`config.mk`:
```
export PLATFORM = sky130hd
export DESIGN_NAME = rau_ctrl
export DESIGN_NICKNAME = d
export VERILOG_FILES = /design/src/hdl/rau_pkg.sv /design/src/hdl/rau_ctrl.sv
export SDC_FILE = /design/constraint.sdc
export NUM_CORES = 1
export LEC_CHECK = 0
export BUFFER_PORTS_ARGS = -buffer_cell sky130_fd_sc_hd__buf_2
export CAP_MARGIN = 0
export CORE_AREA = 2 2 39 41
export CTS_CLUSTER_SIZE = 12
export DETAILED_ROUTE_END_ITERATION = 16
export DIE_AREA = 0 0 41 43
export GPL_ROUTABILITY_DRIVEN = 0
export MAX_ROUTING_LAYER = met4
export SLEW_MARGIN = 20
export SYNTH_ARGS = -nofsm -noshare
export SYNTH_HDL_FRONTEND = slang
export SYNTH_SLANG_ARGS = --single-unit
```
`constraint.sdc`:
```
create_clock -name clk -period 3.4 [get_ports clk]
set_input_delay 0.51 -clock clk [delete_from_list [all_inputs] [get_ports clk]]
set_output_delay 0.51 -clock clk [all_outputs]
set_load 0.005 [all_outputs]
```
`src/hdl/rau_pkg.sv`:
```
// Shared types, codes and widths of the rational arithmetic unit.
`timescale 1ns / 1ps

package rau_pkg;

  // Fixed field widths of the transaction payloads.
  localparam int KIND_W = 3;
  localparam int DATA_W = 32;
  localparam int DEN_W  = 31;
  localparam int STAT_W = 2;

  // Default signed operand width.
  localparam int WIDTH_DEFAULT = 32;

  // Operation codes.
  typedef enum logic [KIND_W-1:0] {
    KIND_ADD  = 3'd0,
    KIND_SUB  = 3'd1,
    KIND_MUL  = 3'd2,
    KIND_DIV  = 3'd3,
    KIND_NEG  = 3'd4,
    KIND_INC  = 3'd5,
    KIND_DEC  = 3'd6,
    KIND_PASS = 3'd7
  } rau_kind_t;

  // Result status codes.
  localparam logic [STAT_W-1:0] STATUS_OK       = 2'd0;
  localparam logic [STAT_W-1:0] STATUS_ZERO_DEN = 2'd1;
  localparam logic [STAT_W-1:0] STATUS_OVERFLOW = 2'd2;

  // Which of the three products the shared multiplier forms.
  typedef enum logic [1:0] {
    MUL_CROSS_A = 2'd0,
    MUL_CROSS_B = 2'd1,
    MUL_DEN     = 2'd2
  } rau_mul_sel_t;

  // Commands from the controller to the datapath.
  typedef struct packed {
    logic         load;
    logic         mul_en;
    rau_mul_sel_t mul_sel;
    logic         combine;
    logic         gcd_init;
    logic         gcd_step;
    logic         div_init;
    logic         div_step;
    logic         res_load;
  } rau_cmd_t;

  // Status from the datapath to the controller.
  typedef struct packed {
    logic den_zero;
    logic gcd_done;
    logic div_done;
  } rau_stat_t;

endpackage

```
`src/hdl/rau_ctrl.sv`:
```
// Controller state machine that sequences the rational arithmetic datapath.
`timescale 1ns / 1ps

module rau_ctrl import rau_pkg::*; (
  input  logic      clk,
  input  logic      rst,
  input  logic      in_valid,
  output logic      in_ready,
  output logic      out_valid,
  input  logic      out_ready,
  output rau_cmd_t  cmd,
  input  rau_stat_t stat
);

  typedef enum logic [3:0] {
    ST_IDLE,
    ST_MUL_A,
    ST_MUL_B,
    ST_MUL_DEN,
    ST_COMBINE,
    ST_ZERO_CHK,
    ST_GCD,
    ST_DIV,
    ST_FINISH
  } state_t;

  state_t state, state_next;
  logic   slot_free;

  // The output register can take a new result when empty or being emptied.
  assign slot_free = !out_valid || out_ready;
  assign in_ready  = (state == ST_IDLE);

  // Next state and commands.
  always_comb begin
    state_next = state;
    cmd        = '0;
    case (state)
      ST_IDLE: begin
        cmd.load = in_valid;
        if (in_valid) begin
          state_next = ST_MUL_A;
        end
      end
      ST_MUL_A: begin
        cmd.mul_en  = 1'b1;
        cmd.mul_sel = MUL_CROSS_A;
        state_next  = ST_MUL_B;
      end
      ST_MUL_B: begin
        cmd.mul_en  = 1'b1;
        cmd.mul_sel = MUL_CROSS_B;
        state_next  = ST_MUL_DEN;
      end
      ST_MUL_DEN: begin
        cmd.mul_en  = 1'b1;
        cmd.mul_sel = MUL_DEN;
        state_next  = ST_COMBINE;
      end
      ST_COMBINE: begin
        cmd.combine = 1'b1;
        state_next  = ST_ZERO_CHK;
      end
      ST_ZERO_CHK: begin
        cmd.gcd_init = 1'b1;
        state_next   = stat.den_zero ? ST_FINISH : ST_GCD;
      end
      ST_GCD: begin
        if (stat.gcd_done) begin
          cmd.div_init = 1'b1;
          state_next   = ST_DIV;
        end else begin
          cmd.gcd_step = 1'b1;
        end
      end
      ST_DIV: begin
        if (stat.div_done) begin
          state_next = ST_FINISH;
        end else begin
          cmd.div_step = 1'b1;
        end
      end
      ST_FINISH: begin
        if (slot_free) begin
          cmd.res_load = 1'b1;
          state_next   = ST_IDLE;
        end
      end
      default: begin
        state_next = ST_IDLE;
      end
    endcase
  end

  // State and output valid flag.
  always_ff @(posedge clk) begin
    if (rst) begin
      state     <= ST_IDLE;
      out_valid <= 1'b0;
    end else begin
      state <= state_next;
      if (cmd.res_load) begin
        out_valid <= 1'b1;
      end else if (out_ready) begin
        out_valid <= 1'b0;
      end
    end
  end

endmodule
```
## Word level (Yosys, flattened, before mapping)

Cells that the tools add are included.
W data, S select, Z words.

- Register bits after elaboration: 5
- Output and inout bits: 12
- Logic and storage cells: 38

- Eq/ne operators: 12
- Multiplexer cells: 19
- Reduce and logical (&&, ||, !) cells: 5

Operator list:

| operator | number |
|---|---|
| $pmux W4 S9 | 1 |
| $mux W4 | 5 |
| $eq A4 B3 Y1 const B | 4 |
| $mux W1 | 11 |
| $pmux W3 S3 | 1 |
| $eq A4 B2 Y1 const B | 2 |
| $ne A2 B2 Y1 const B | 4 |
| $eq A4 B1 Y1 const B | 1 |
| $eq A4 B4 Y1 const B | 1 |
| $logic_not A4 Y1 | 1 |
| $reduce_and A4 Y1 | 1 |
| $mux W2 | 1 |
| $reduce_bool A2 Y1 | 1 |
| $logic_not A1 Y1 | 1 |
| $logic_or A1 B1 Y1 | 1 |

## Longest topological paths before layout

- Depth in word-level cells: 5
- Gate-level depth with buffers: 4
- Gate-level depth less buffers: 3

## Worst setup path before layout

OpenSTA, ideal clock, no wires.

- Path type: flip-flop to output port
- From: register state[3]
- To: output port cmd[0] (netlist name)
- Arrival time: 1,092 ps
- Required time: 2,890 ps
- Slack: 1,798 ps
- Stages on the path, launching flop included: 4
- Path through: dfxtp_1 > buf_4 > or4b_4 > and2b_1

RTL lines:

| item | line | RTL |
|---|---|---|
| start, declared | rau_ctrl.sv:27 | `state_t state, state_next;` |
| start signal, assigned | rau_ctrl.sv:101 | `state <= state_next;` |
| end, declared | rau_ctrl.sv:11 | `output rau_cmd_t cmd,` |

==> flow_summary.toml <==
[clocking]
clkTransAtPathRegs_ns = 0.04
cts_made_buffers = 3
cts_setup_buffers = 0
cts_hold_buf = 0
clockBufferDepth = 2
clock-sinks = 5
clockRootBuffer = "clkbuf_4"
insertion_delay_ns = 0.24
cts_resized = 0
cts_tree = "yes"
htree_levels = 1

[logic_synthesis]
synth_edf_count = 0
syn_nets = 55
synth.distinct_cells = 25
ys.flop_type = "dfxtp_1"
synth-seq-cells = 5
avgSynthCellArea_um2 = 7.53
ys_async_sr_fraction = 0
synthesis.area_um2 = 362
ys_warn_count = 0
synthCells = 48
yosysSeqAreaShare = 0.277

[timing]
worstMarginPinSlew_ns = 0.363
timing.final.ws_setup_ns = 1.35
slew_viol_final = 0
clock_skew_ns = 0.00130
finalCriticalPeriod_ns = 2.05
tns_ns = 0
hold_violations = 0
maxSlewHeadroom = 0.756
setup-violations-final = 0
clock.fmax_mhz = 488
rsz0062_at_grt = "no"
holdWs_ns = 0.551
fin_crit_sh = 0.603

[worst_hold_path]
hp-class = "input port to flop"
min_path_cells = 2

[critical_path]
critPathKind = "flop to primary output"
end_kind = "primary output"
cp-start-kind = "flop"
cp.required_ns = 2.89
critPathArrivalTime_ns = 1.54
rr_worst_depth = 3
crit_fanout = 12

[global_route]
grt-busiest-layer = "met2"
grt_max_degree = 13
grtUsageTotal = 0.114
met3_usage = 0.0785
gr-total-overflow = 0
gr-usage-met2 = 0.175
grt_antenna_before_repair = 0
grt_first_pass_wirelength_mm = 1.32
use_met1 = 0.119
grt_pass1_vias = 332

[pwr]
p_leak_uw = 0.000238
vdd_drop_max_v = 0.000205
power_uw = 168
p_per_area_nw_per_um2 = 357

[floorplanning]
die_h_um = 43
fp-row-count = 14
die-area_um2 = 1760
ios = 19
fp.dieW_um = 41
core_um2 = 1380
start_util = 0.261

[layout]
utilization = 0.341
diodes = 0
final_cell_mix = "18 x buf_2, 8 x nor3_1, 5 x dfxtp_1"
nets = 73
drive_gt1_frac = 0.369
syn_to_final_growth_pct = 30.4
mostFrequentLayoutCell = "buf_2"

[outcome]
outcome = "finished, final reports clean"

[route]
wl_um = 827
drt_pre_antenna_iters = 4
ant_nets = 0
route.detailed.drc = 0
via_per_inst = 4.63
wire_per_inst_um = 10.2
vias = 375
drt_iter0_drc = 3

[placed_design]
hpwlAfterDp_um = 662
portBuffers = 18
place_ws_ns = 1.59

[job]
max_cap_viol_count = 0
## report_power, final
group	leakage (uW)	internal [uW]	switching (uW)
logic	0.000182	17.7	14.7
registers	0.0000407	61.9	8.20
clock network	0.0000150	44.2	21.7
total	0.000238	124	44.7
## metal layers
metal / wire length [um] / part of all wire / vias up
li1: - / - / 204
met1: 392 / 0.47 / 161
met2: 387 / 0.47 / 10
met3: 47 / 0.057 / 0
met4: 0 / 0 / 0
met5: 0 / 0 / -
## cell families (layout without fill, tap and decap cells)
group | count (synthesis) | after routing | synth area share
buffers and inverters | 6 | 23 | 0.0830
and+or+nand+nor | 28 | 28 | 0.477
muxes | 1 | 1 | 0.0277
DFF | 5 | 5 | 0.277
AOI/OAI and AO/OA | 8 | 8 | 0.135
## flip-flops by register name, summed over array words and instances (netlist names)
register / flops
out_valid: 1
state: 4
## critical path, stage by stage, from the launching register on
cell     delay [ns]
dfxtp_1        0.40
or4b_4         0.59
and2b_1        0.20
buf_2          0.10
## area by class of cell
type / instances / area [um^2]
inverters: 1 / 3.75
repair buffers: 18 / 90.1
fillers: 157 / 912
multi-input cells: 37 / 231
flip-flops and latches: 5 / 100
clock buffers: 4 / 26.3
well taps: 16 / 20.0
## path summary, 6_finish.rpt
kind | startpoint | endpoint | slack (ns)
min | rst | out_valid | 0.55
max | state[0] | cmd[0] | 1.35
min reg2reg | out_valid | out_valid | 0.55
max reg2reg | state[0] | state[3] | 2.08
## cell usage after synthesis (2+ instances only)
library cell | instances | area (um^2)
nor3_1 | 8 | 40.0
dfxtp_1 | 5 | 100
a21oi_1 | 3 | 15.0
buf_2 | 3 | 15.0
nand2b_1 | 3 | 18.8
and2_1 | 2 | 12.5
and2b_1 | 2 | 15.0
nand2_1 | 2 | 7.51
nor2b_1 | 2 | 12.5
nor4_1 | 2 | 12.5
o22ai_1 | 2 | 12.5
## metrics by stage
step	instances	area (um^2)
final	81	472
after global routing	81	472
after CTS	81	472
after detailed placement	77	445
after global placement	77	445
after floorplan	48	362
No activity file was read; power rests on OpenSTA's default activity.
